File: config.mk
export PLATFORM = sky130hd
export DESIGN_NAME = rgb_hue_rotate_unit
export DESIGN_NICKNAME = d
export VERILOG_FILES = /design/src/hw/rtl/rhr_pkg.sv /design/src/hw/rtl/rgb_hue_rotate_unit.sv /design/src/hw/rtl/rhr_div.sv
export SDC_FILE = /design/constraint.sdc
export NUM_CORES = 2
export LEC_CHECK = 0
export ABC_AREA = 1
export BUFFER_PORTS_ARGS = -buffer_cell sky130_fd_sc_hd__buf_2
export CORE_ASPECT_RATIO = 1.25
export CORE_UTILIZATION = 63
export CTS_BUF_LIST = sky130_fd_sc_hd__clkbuf_16
export DETAILED_ROUTE_END_ITERATION = 6
export PLACE_DENSITY = 0.8
export SLEW_MARGIN = 30
export SYNTH_ARGS = -nofsm -noshare
export SYNTH_HDL_FRONTEND = slang
export SYNTH_HIERARCHICAL = 1
export SYNTH_SLANG_ARGS = --single-unit
File: constraint.sdc
create_clock -name clk -period 44.9 [get_ports clk]
set_input_delay 8.98 -clock clk [delete_from_list [all_inputs] [get_ports clk]]
set_output_delay 8.98 -clock clk [all_outputs]
set_load 0.01 [all_outputs]
File: src/hw/rtl/rhr_pkg.sv
// Shared constants for the RGB hue rotation block.
`timescale 1ns / 1ps

package rhr_pkg;

    localparam int CH_W            = 8;      // one colour channel
    localparam int STEP_W          = 15;     // hue_step register width
    localparam int HUE_FRAC_DEF    = 6;      // default hue fraction bits
    localparam logic [STEP_W-1:0] STEP_RESET = 15'd32;

    // floor(y / 15) == (y * RECIP_15) >> RECIP_SHIFT for y < 3840
    localparam int Y_W             = 12;
    localparam int RECIP_W         = 13;
    localparam logic [RECIP_W-1:0] RECIP_15 = 13'd4370;
    localparam int RECIP_SHIFT     = 16;

    // sideband carried through the divider
    typedef struct packed {
        logic [CH_W-1:0] mx;
        logic [CH_W-1:0] mn;
        logic [CH_W-1:0] d;
        logic [2:0]      k;     // base sector multiple
        logic            neg;   // subtract ratio from base
    } rhr_side_t;

endpackage

File: src/hw/rtl/rgb_hue_rotate_unit.sv
// Top level: RGB to HSV, hue advance with wrap to zero, back to RGB.
`timescale 1ns / 1ps

// Use: one pixel per transaction on the slave stream (s_*), one rotated
// pixel per transaction on the master stream (m_*). tdata carries red in
// the low byte, then green, then blue.
// The hue step is written through cfg_we / cfg_wdata, in 1/2^HUE_FRAC_BITS
// degree units; write it only while no pixel is in flight.
// Throughput: one pixel per clock while the output is not stalled.
// Pipeline from the accepting edge to m_tvalid: the input register takes
// the transaction at that edge, then come the divider load stage,
// QW = HUE_FRAC_BITS + 6 divider bit stages and six arithmetic stages.
// The depth is set by the bit-per-stage divider that forms the hue ratio.
// Stall: the whole pipeline holds while m_tvalid is high and m_tready is
// low; s_tready drops in the same cycle, so nothing is lost or repeated.
// The pipe moves as one: bubbles are not squeezed out during a stall.
// Reset: all valid bits clear, the hue step returns to 32 (half a degree).
// Grey pixels take hue zero and leave unchanged.

module rgb_hue_rotate_unit
    import rhr_pkg::*;
#(
    parameter int HUE_FRAC_BITS = HUE_FRAC_DEF
)
(
    input  logic              clk,
    input  logic              rst_n,
    input  logic              s_tvalid,
    output logic              s_tready,
    input  logic [23:0]       s_tdata,    // red_in, green_in, blue_in
    output logic              m_tvalid,
    input  logic              m_tready,
    output logic [23:0]       m_tdata,    // red_out, green_out, blue_out
    input  logic              cfg_we,
    input  logic [STEP_W-1:0] cfg_wdata   // hue_step
);

    localparam int SECTOR_W = 60 << HUE_FRAC_BITS;
    localparam int FULL     = 6 * SECTOR_W;
    localparam int QW       = $clog2(SECTOR_W + 1);
    localparam int NW       = QW + CH_W;
    localparam int HW       = $clog2(FULL + (1 << STEP_W));

    localparam logic [HW-1:0] W_H    = HW'(SECTOR_W);
    localparam logic [HW-1:0] FULL_H = HW'(FULL);
    localparam logic [QW-1:0] W_Q    = QW'(SECTOR_W);
    localparam logic [NW-1:0] W_N    = NW'(SECTOR_W);
    localparam logic [NW-1:0] HALF_N = NW'(SECTOR_W / 2);

    // base sector multiples of the forward hue
    localparam logic [2:0] BASE_RED   = 3'd0;
    localparam logic [2:0] BASE_GREEN = 3'd2;
    localparam logic [2:0] BASE_BLUE  = 3'd4;
    localparam logic [2:0] BASE_TURN  = 3'd6;

    logic en;

    // ---- configuration ----
    logic [STEP_W-1:0] step_reg;

    always_ff @(posedge clk or negedge rst_n)
    begin
        if (!rst_n)
        begin
            step_reg <= STEP_RESET;
        end
        else if (cfg_we)
        begin
            step_reg <= cfg_wdata;
        end
    end

    // ---- stage A: input register ----
    logic            a_vld_reg;
    logic [CH_W-1:0] a_r_reg, a_g_reg, a_b_reg;

    always_ff @(posedge clk or negedge rst_n)
    begin
        if (!rst_n)
        begin
            a_vld_reg <= 1'b0;
        end
        else if (en)
        begin
            a_vld_reg <= s_tvalid;
        end
    end

    always_ff @(posedge clk)
    begin
        if (en)
        begin
            a_r_reg <= s_tdata[7:0];
            a_g_reg <= s_tdata[15:8];
            a_b_reg <= s_tdata[23:16];
        end
    end

    // max / min, sector choice and ratio numerator
    logic [CH_W-1:0] a_mx, a_mn, a_d, a_n;
    logic [2:0]      a_k;
    logic            a_neg;
    logic [NW-1:0]   a_num;
    rhr_side_t       a_side;

    always_comb
    begin
        a_mx = a_r_reg;
        if (a_g_reg > a_mx) a_mx = a_g_reg;
        if (a_b_reg > a_mx) a_mx = a_b_reg;
        a_mn = a_r_reg;
        if (a_g_reg < a_mn) a_mn = a_g_reg;
        if (a_b_reg < a_mn) a_mn = a_b_reg;
        a_d = a_mx - a_mn;

        // ties on the maximum go red, green, blue
        priority if (a_r_reg == a_mx)
        begin
            if (a_g_reg >= a_b_reg)
            begin
                a_n = a_g_reg - a_b_reg; a_k = BASE_RED;   a_neg = 1'b0;
            end
            else
            begin
                a_n = a_b_reg - a_g_reg; a_k = BASE_TURN;  a_neg = 1'b1;
            end
        end
        else if (a_g_reg == a_mx)
        begin
            if (a_b_reg >= a_r_reg)
            begin
                a_n = a_b_reg - a_r_reg; a_k = BASE_GREEN; a_neg = 1'b0;
            end
            else
            begin
                a_n = a_r_reg - a_b_reg; a_k = BASE_GREEN; a_neg = 1'b1;
            end
        end
        else
        begin
            if (a_r_reg >= a_g_reg)
            begin
                a_n = a_r_reg - a_g_reg; a_k = BASE_BLUE;  a_neg = 1'b0;
            end
            else
            begin
                a_n = a_g_reg - a_r_reg; a_k = BASE_BLUE;  a_neg = 1'b1;
            end
        end

        // grey: hue zero
        if (a_d == '0)
        begin
            a_k   = BASE_RED;
            a_neg = 1'b0;
        end

        a_num  = W_N * NW'(a_n) + NW'(a_d >> 1);
        a_side = '{mx: a_mx, mn: a_mn, d: a_d, k: a_k, neg: a_neg};
    end

    // ---- divider: q = round(W * n / d) ----
    logic          v_vld;
    logic [QW-1:0] v_q;
    rhr_side_t     v_side;

    rhr_div #(
        .QW (QW)
    ) u_div (
        .clk       (clk),
        .rst_n     (rst_n),
        .en        (en),
        .in_valid  (a_vld_reg),
        .num       (a_num),
        .den       (a_d),
        .side_in   (a_side),
        .out_valid (v_vld),
        .quo       (v_q),
        .side_out  (v_side)
    );

    // ---- stage B: forward hue ----
    logic            b_vld_reg;
    logic [HW-1:0]   b_hue_reg;
    logic [CH_W-1:0] b_mx_reg, b_mn_reg, b_d_reg;
    logic [HW-1:0]   b_base, b_q, b_hue_next;

    always_comb
    begin
        unique case (v_side.k)
            BASE_GREEN: b_base = HW'(2 * SECTOR_W);
            BASE_BLUE:  b_base = HW'(4 * SECTOR_W);
            BASE_TURN:  b_base = FULL_H;
            default:    b_base = '0;
        endcase
        b_q        = (v_side.d == '0) ? '0 : HW'(v_q);
        b_hue_next = v_side.neg ? (b_base - b_q) : (b_base + b_q);
    end

    // ---- stage C: hue advance, wrap to zero past a full turn ----
    logic            c_vld_reg;
    logic [HW-1:0]   c_hue_reg;
    logic [CH_W-1:0] c_mx_reg, c_mn_reg, c_d_reg;
    logic [HW-1:0]   c_sum;

    assign c_sum = b_hue_reg + HW'(step_reg);

    // ---- stage D: sector and offset ----
    logic            d_vld_reg;
    logic [2:0]      d_s_reg;
    logic [QW-1:0]   d_f_reg;
    logic [CH_W-1:0] d_mx_reg, d_mn_reg, d_d_reg;
    logic [2:0]      d_s;
    logic [HW-1:0]   d_off;

    // exactly a full turn lands in the last sector with a full offset
    always_comb
    begin
        priority if (c_hue_reg >= HW'(5 * SECTOR_W))
        begin
            d_s = 3'd5; d_off = HW'(5 * SECTOR_W);
        end
        else if (c_hue_reg >= HW'(4 * SECTOR_W))
        begin
            d_s = 3'd4; d_off = HW'(4 * SECTOR_W);
        end
        else if (c_hue_reg >= HW'(3 * SECTOR_W))
        begin
            d_s = 3'd3; d_off = HW'(3 * SECTOR_W);
        end
        else if (c_hue_reg >= HW'(2 * SECTOR_W))
        begin
            d_s = 3'd2; d_off = HW'(2 * SECTOR_W);
        end
        else if (c_hue_reg >= W_H)
        begin
            d_s = 3'd1; d_off = W_H;
        end
        else
        begin
            d_s = 3'd0; d_off = '0;
        end
    end

    // ---- stage E: scaled ramps, f*d and (W-f)*d plus rounding half ----
    logic            e_vld_reg;
    logic [2:0]      e_s_reg;
    logic [NW-1:0]   e_xu_reg, e_xd_reg;
    logic [CH_W-1:0] e_mx_reg, e_mn_reg;

    // ---- stage F: divide by W as shift then reciprocal of 15 ----
    logic            f_vld_reg;
    logic [2:0]      f_s_reg;
    logic [CH_W-1:0] f_up_reg, f_dn_reg;
    logic [CH_W-1:0] f_mx_reg, f_mn_reg;
    logic [Y_W-1:0]  f_yu, f_yd;
    logic [Y_W+RECIP_W-1:0] f_pu, f_pd;

    assign f_yu = e_xu_reg[HUE_FRAC_BITS+2 +: Y_W];
    assign f_yd = e_xd_reg[HUE_FRAC_BITS+2 +: Y_W];
    assign f_pu = (Y_W+RECIP_W)'(f_yu) * (Y_W+RECIP_W)'(RECIP_15);
    assign f_pd = (Y_W+RECIP_W)'(f_yd) * (Y_W+RECIP_W)'(RECIP_15);

    // ---- stage G: output register ----
    logic            g_vld_reg;
    logic [23:0]     g_data_reg;
    logic [CH_W-1:0] g_up, g_dn;
    logic [23:0]     g_data_next;

    always_comb
    begin
        g_up = f_mn_reg + f_up_reg;
        g_dn = f_mn_reg + f_dn_reg;
        unique case (f_s_reg)
            3'd0:    g_data_next = {f_mn_reg, g_up,     f_mx_reg};
            3'd1:    g_data_next = {f_mn_reg, f_mx_reg, g_dn};
            3'd2:    g_data_next = {g_up,     f_mx_reg, f_mn_reg};
            3'd3:    g_data_next = {f_mx_reg, g_dn,     f_mn_reg};
            3'd4:    g_data_next = {f_mx_reg, f_mn_reg, g_up};
            default: g_data_next = {g_dn,     f_mn_reg, f_mx_reg};
        endcase
    end

    // one enable for the whole pipe: hold only when the result is refused
    assign en       = !g_vld_reg || m_tready;
    assign s_tready = en;
    assign m_tvalid = g_vld_reg;
    assign m_tdata  = g_data_reg;

    always_ff @(posedge clk or negedge rst_n)
    begin
        if (!rst_n)
        begin
            b_vld_reg <= 1'b0;
            c_vld_reg <= 1'b0;
            d_vld_reg <= 1'b0;
            e_vld_reg <= 1'b0;
            f_vld_reg <= 1'b0;
            g_vld_reg <= 1'b0;
        end
        else if (en)
        begin
            b_vld_reg <= v_vld;
            c_vld_reg <= b_vld_reg;
            d_vld_reg <= c_vld_reg;
            e_vld_reg <= d_vld_reg;
            f_vld_reg <= e_vld_reg;
            g_vld_reg <= f_vld_reg;
        end
    end

    always_ff @(posedge clk)
    begin
        if (en)
        begin
            b_hue_reg  <= b_hue_next;
            b_mx_reg   <= v_side.mx;
            b_mn_reg   <= v_side.mn;
            b_d_reg    <= v_side.d;

            c_hue_reg  <= (c_sum > FULL_H) ? '0 : c_sum;
            c_mx_reg   <= b_mx_reg;
            c_mn_reg   <= b_mn_reg;
            c_d_reg    <= b_d_reg;

            d_s_reg    <= d_s;
            d_f_reg    <= QW'(c_hue_reg - d_off);
            d_mx_reg   <= c_mx_reg;
            d_mn_reg   <= c_mn_reg;
            d_d_reg    <= c_d_reg;

            e_s_reg    <= d_s_reg;
            e_xu_reg   <= NW'(d_f_reg) * NW'(d_d_reg) + HALF_N;
            e_xd_reg   <= NW'(W_Q - d_f_reg) * NW'(d_d_reg) + HALF_N;
            e_mx_reg   <= d_mx_reg;
            e_mn_reg   <= d_mn_reg;

            f_s_reg    <= e_s_reg;
            f_up_reg   <= f_pu[RECIP_SHIFT +: CH_W];
            f_dn_reg   <= f_pd[RECIP_SHIFT +: CH_W];
            f_mx_reg   <= e_mx_reg;
            f_mn_reg   <= e_mn_reg;

            g_data_reg <= g_data_next;
        end
    end

`ifndef SYNTH
    a_hue_in_range: assert property (@(posedge clk) disable iff (!rst_n)
        d_vld_reg |-> (c_hue_reg <= FULL_H || !c_vld_reg))
        else $error("hue beyond a full turn after wrap");
    a_offset_in_sector: assert property (@(posedge clk) disable iff (!rst_n)
        e_vld_reg |-> (d_f_reg <= W_Q || !d_vld_reg))
        else $error("sector offset beyond one sector");
    a_ramp_within_span: assert property (@(posedge clk) disable iff (!rst_n)
        f_vld_reg |-> (f_up_reg <= f_mx_reg - f_mn_reg
                       && f_dn_reg <= f_mx_reg - f_mn_reg))
        else $error("ramp exceeds channel span");
    a_output_held: assert property (@(posedge clk) disable iff (!rst_n)
        !en |=> $stable(g_vld_reg))
        else $error("pipeline advanced while stalled");
`endif

endmodule

File: src/hw/rtl/rhr_div.sv
// Pipelined restoring divider, one quotient bit per stage, 8-bit divisor.
`timescale 1ns / 1ps

module rhr_div
    import rhr_pkg::*;
#(
    parameter int QW = 12
)
(
    input  logic                 clk,
    input  logic                 rst_n,
    input  logic                 en,
    input  logic                 in_valid,
    input  logic [QW+CH_W-1:0]   num,
    input  logic [CH_W-1:0]      den,
    input  rhr_side_t            side_in,
    output logic                 out_valid,
    output logic [QW-1:0]        quo,
    output rhr_side_t            side_out
);

    localparam int NW = QW + CH_W;

    logic              vld_reg  [0:QW];
    logic [CH_W-1:0]   rem_reg  [0:QW];
    logic [NW-1:0]     num_reg  [0:QW];
    logic [QW-1:0]     quo_reg  [0:QW];
    logic [CH_W-1:0]   den_reg  [0:QW];
    rhr_side_t         side_reg [0:QW];

    // stage 0: load, high bits of the numerator are already below den
    always_ff @(posedge clk or negedge rst_n)
    begin
        if (!rst_n)
        begin
            vld_reg[0] <= 1'b0;
        end
        else if (en)
        begin
            vld_reg[0] <= in_valid;
        end
    end

    always_ff @(posedge clk)
    begin
        if (en)
        begin
            rem_reg[0]  <= num[NW-1:QW];
            num_reg[0]  <= num;
            quo_reg[0]  <= '0;
            den_reg[0]  <= den;
            side_reg[0] <= side_in;
        end
    end

    for (genvar i = 0; i < QW; i++)
    begin : g_stage
        logic [CH_W:0]   t;
        logic            ge;
        logic [CH_W-1:0] rem_next;

        always_comb
        begin
            t        = {rem_reg[i], num_reg[i][QW-1-i]};
            ge       = (t >= {1'b0, den_reg[i]});
            rem_next = ge ? CH_W'(t - {1'b0, den_reg[i]}) : t[CH_W-1:0];
        end

        always_ff @(posedge clk or negedge rst_n)
        begin
            if (!rst_n)
            begin
                vld_reg[i+1] <= 1'b0;
            end
            else if (en)
            begin
                vld_reg[i+1] <= vld_reg[i];
            end
        end

        always_ff @(posedge clk)
        begin
            if (en)
            begin
                rem_reg[i+1]  <= rem_next;
                num_reg[i+1]  <= num_reg[i];
                quo_reg[i+1]  <= {quo_reg[i][QW-2:0], ge};
                den_reg[i+1]  <= den_reg[i];
                side_reg[i+1] <= side_reg[i];
            end
        end
    end

    assign out_valid = vld_reg[QW];
    assign quo       = quo_reg[QW];
    assign side_out  = side_reg[QW];

`ifndef SYNTH
    a_rem_below_den: assert property (@(posedge clk) disable iff (!rst_n)
        (vld_reg[QW] && den_reg[QW] != '0) |-> (rem_reg[QW] < den_reg[QW]))
        else $error("divider remainder not below divisor");
    a_hold_on_stall: assert property (@(posedge clk) disable iff (!rst_n)
        !en |=> $stable(vld_reg[QW]))
        else $error("divider moved while stalled");
    a_valid_travels: assert property (@(posedge clk) disable iff (!rst_n)
        en |=> (vld_reg[1] == $past(vld_reg[0])))
        else $error("divider valid lost");
`endif

endmodule

### After elaboration in Yosys (flattened, before gate mapping)

Memories as Yosys holds them, arrays and structs flattened.
Cells that the tools add are included.

| operators by class | value |
|---|---|
| add/sub/neg operators | 29 |
| multiply operators | 5 |
| div/mod/pow operators | 0 |
| magnitude comparators | 25 |
| eq/ne operators | 9 |
| shift-type cells | 0 |
| muxes and demuxes | 46 |
| bitwise operators | 0 |
| reduce and logical (&&, ||, !) cells | 6 |

Operator list:

| cell | count |
|---|---|
| 8-bit two-way mux | 21 |
| 8-bit subtractor | 19 |
| 24-bit one-hot mux with 5 select lines | 1 |
| 9-bit by 8-bit greater-or-equal comparator with 1-bit output | 12 |
| 12-bit two-way mux | 6 |
| 12-bit by 12-bit multiplier with 23-bit output, second input constant | 2 |
| 15-bit one-hot mux with 3 select lines | 1 |
| 20-bit by 11-bit adder with 20-bit output, second input constant | 2 |
| 16-bit by 14-bit greater-or-equal comparator with 1-bit output, second input constant | 2 |
| 8-bit greater-or-equal comparator | 3 |
| 20-bit by 7-bit adder with 20-bit output | 1 |
| 12-bit by 8-bit multiplier with 20-bit output | 1 |
| 13-bit by 9-bit multiplier with 20-bit output | 1 |
| 16-bit by 12-bit adder with 16-bit output | 1 |
| 16-bit by 15-bit adder with 16-bit output | 1 |
| 8-bit adder | 2 |
| 8-bit equality test | 2 |
| 16-bit by 12-bit greater-or-equal comparator with 1-bit output, second input constant | 1 |
| 16-bit by 13-bit greater-or-equal comparator with 1-bit output, second input constant | 1 |
| 16-bit by 15-bit greater-or-equal comparator with 1-bit output, second input constant | 1 |
| 16-bit by 15-bit > comparator with 1-bit output, second input constant | 1 |
| 8-bit > comparator | 2 |
| 8-bit logical NOT | 2 |
| 8-bit less-than comparator | 2 |
| 15 further kinds | 32 |

| word-level totals | value |
|---|---|
| flip-flop bits (word level) | 296 |
| latch bits | 0 |
| memory bits (writable) | 988 |
| bits in read-only memories | 0 |
| output and inout bits | 26 |
| memories | 5 |

Memory list:

| name | depth | width | read ports | clocked after memory_dff | write ports | line | text |
|---|---|---|---|---|---|---|---|
| u_div.side_reg | 13 | 28 | 13 | 0 | 13 | rhr_div.sv:29 | `rhr_side_t side_reg [0:QW];` |
| u_div.num_reg | 13 | 20 | 12 | 0 | 13 | rhr_div.sv:26 | `logic [NW-1:0] num_reg [0:QW];` |
| u_div.quo_reg | 13 | 12 | 13 | 0 | 13 | rhr_div.sv:27 | `logic [QW-1:0] quo_reg [0:QW];` |
| u_div.den_reg | 13 | 8 | 12 | 0 | 13 | rhr_div.sv:28 | `logic [CH_W-1:0] den_reg [0:QW];` |
| u_div.rem_reg | 13 | 8 | 12 | 0 | 13 | rhr_div.sv:25 | `logic [CH_W-1:0] rem_reg [0:QW];` |

### Logic depth before layout (Yosys ltp)

| depth | value |
|---|---|
| depth after elaboration | 9 |
| depth in mapped cells | 53 |

### By module

The synthesis kept the hierarchy.

By module, submodules not included:

| module | times used | cells each | area an instance (um2) |
|---|---|---|---|
| rhr_div | 1 | 1984 | 28294.6 |
| rgb_hue_rotate_unit | 1 | 2756 | 24967.7 |

### Worst setup path after synthesis

OpenSTA, ideal clock, no wires.

| timing path | value |
|---|---|
| path kind | input to output |
| from | in m_tready |
| to | out s_tready |
| data arrival time | 29.318 ns |
| required time | 35.920 ns |
| setup slack | 6.602 ns |
| stages | 2 |
| path buffers | 0 |
| path through | inv_1 -> nand2_1 |

| on the way | value |
|---|---|
| cells in the longest elaborated chain, start to end | 1 |

Ends and longest elaborated chain:

| item | line | text |
|---|---|---|
| start, declared | rgb_hue_rotate_unit.sv:32 | `input logic m_tready,` |
| 1-bit logical OR | rgb_hue_rotate_unit.sv:285 | `assign en = !g_vld_reg \|\| m_tready;` |
| end, declared | rgb_hue_rotate_unit.sv:29 | `output logic s_tready,` |

No other way between the ends.

### Worst setup path in the final report

Same ends and word-level chain as after synthesis.

==> impl_results.md <==
* Worst Path Max Fanout at 48
* Worst-path clk slew at 0.07 ns
* Worst Clk Skew at 0.0531 ns
* DRT antenna net count at 0
* NumNets Final at 5519
* RSZ-0062 raised after global routing: no
* Startpoint Class: input port
* Post-CTS Repair Setup Buffers at 0
* Crit path buffers/inverters at 3
* DRC Markers at 0
* Drt initial violations at 2104
* Worst-Skew Late Latency at 0.69 ns
* Sequential area share after synthesis at 55.6%
* Cells after Synth at 4740
* Status: finished, final reports clean
* Flip-flop count of the largest register after layout at 364
* Synth Register Bits at 992
* Share of cells above drive strength 1 at 6.87%
* CTS tree: built
* Slew of the pin with the lowest slew margin at 0.986 ns
* First-pass GRT wire length at 162000 um
* Clock sink count at 992
* WL per Instance at 16.8 um
* Worst path slowest cell: nand2_4
* Pre-CTS setup slack at 25.96 ns
* Seq. cell area at 29600 sq um
* Crit path top cell by count: buf_2
* GRT overflow at 0
* Setup crit end kind: primary output
* Vias in the first global route at 33029
* Post-Syn Area at 53300 sq um
* Post-synth cell types at 62
* Number of port buffers at 69
* Vias per inst at 5.44
* Relative slew slack at 34.2%
* CP required at 35.92 ns
* Period utilization at 42.0%
* Area delta synth->final at 9.12%
* Main synth FF type: edfxtp_1
* Die Area at 85700 sq um
* H-tree Lvls at 3
* CP max stage delay at 0.38 ns
* Synthesis Warnings at 6
* Root buf cell: clkbuf_16
* Post-DP Area at 54800 sq um
* Die width at 262 um
* Delay-heaviest family, CP: buffers and inverters
* Final setup TNS at 0 ns
* Crit path DAT at 9.90 ns
* Post-CTS sizing at 0
* Total number of vias at 32773
* Final Critical Period at 18.88 ns
* Final slew viol count at 0
* Async SR Flop Fraction at 3.53%
* Final WS setup at 26.02 ns
* Num CTS Buffers at 95
* Core area at 83300 sq um
* Setup violators final at 0
* Drt total wl at 101000 um
* Syn avg cell area at 11.2 sq um
* Core Rows at 118
* Area of the multi-input gates at 20300 sq um
* Total Routing Usage GR at 24.3%
* Final hold viol count at 0
* Io pins at 70
* Fillers at 5875
* Dpl hpwl at 73100 um
* Fmax at 0.0530 GHz
* EDFF count, synth at 957
* RePlAce Congestion at 1.02
* Hold_buf cts at 0
* Drt first pass iters at 5
* Worst Path Class, Setup: in2out
* Diodes inserted at 0
* CTS max path bufs at 3
* Die span in y at 327 um
* Critical Path, Cell by Cell: buf_2, inv_1, nand2_4, buf_2
* Hold WC Path Type: reg2reg
* Initial Utilization at 64.0%
* Initial antenna violation count at 2
* Cell area after layout at 58100 sq um
* Largest net degree at the start of global routing at 208
* Hold WS at 0.385 ns
* Max cap viols at 0
## worst paths after layout
kind | start | endpoint | slack [ns] | depth (start not counted)
worst max-delay path | m_tready | s_tready | 26.02 | 4
min in group asynchronous | rst_n | u_div/vld_reg[1] | 8.33 | 1
worst max register to register | a_r_reg[1] | u_div/num_reg[0][19] | 36.98 | 39
worst min register to register | u_div/side_reg[9][24] | u_div/side_reg[10][24] | 0.38 | 0
max in group asynchronous | rst_n | f_vld_reg | 36.12 | 1
worst min-delay path | u_div/side_reg[9][24] | u_div/side_reg[10][24] | 0.38 | 0
## cell usage after synthesis, types with 11 or more instances
cell	n	share of area (%)
nand2_1	1057	7.4
edfxtp_1	957	54
inv_1	793	5.6
ha_1	426	10
nand3_1	267	2.5
nor2_1	215	1.5
fa_1	186	7.0
a21oi_1	173	1.6
xor2_1	115	1.9
o21ai_0	88	0.83
xnor2_1	52	0.86
clkbuf_1	38	0.27
nand4_1	35	0.41
dfrtp_1	34	1.6
nand2_2	26	0.31
nor3_1	26	0.24
mux2_2	22	0.47
nand3b_1	19	0.27
nand2_4	14	0.30
o2111ai_1	13	0.21
a21o_1	11	0.16
a221oi_1	11	0.18
o221ai_1	11	0.18
## layer usage
metal	vias to the layer above	part of all wire, %	GRT usage (%)
met4	0	6.4	14.8
met3	315	4.3	3.54
li1	16065	-	-
met2	860	53	44.1
met1	15533	37	26.4
met5	-	0	0
## cell type report
cell class | instances | share of cell area [%]
multi-input combinational | 2889 | 35.0
clock inverter | 85 | 1.52
sequential | 992 | 51.0
inverter | 803 | 5.19
tap | 1080 | 2.33
timing repair buffer | 82 | 0.919
clock buffer | 95 | 4.09
## through the flow
stage / util [%] / instances
after floorplan: - / 4742
after global placement: 65.8 / 5843
after detailed placement: 65.8 / 5844
after CTS: 69.7 / 6024
after global routing: 69.8 / 6026
final: 69.8 / 6026
## kinds of logic (layout without fill, tap and decap cells)
group	Yosys count	after routing	synth area share [%]
AOI/OAI and AO/OA	374	374	4.15
xor gates and xnor gates	167	167	2.75
DFF	992	992	55.6
other	1	3	0.00704
muxes	24	24	0.503
buffers and inverters	861	1065	6.23
adders and majority gates	612	612	17.0
and+or+nand+nor	1709	1709	13.8
## placed cells by master, fill, tap and decap left out, types with 95 or more instances in the layout
cell type  instances
nand2_1         1056
a21oi_1          173
xor2_1           115
edfxtp_1         957
fa_1             186
nor2_1           215
clkbuf_16         95
ha_1             426
inv_1            803
nand3_1          267
Power is not shown: default switching activity piles up to over one toggle a cycle in this logic, so the estimate is an artifact.
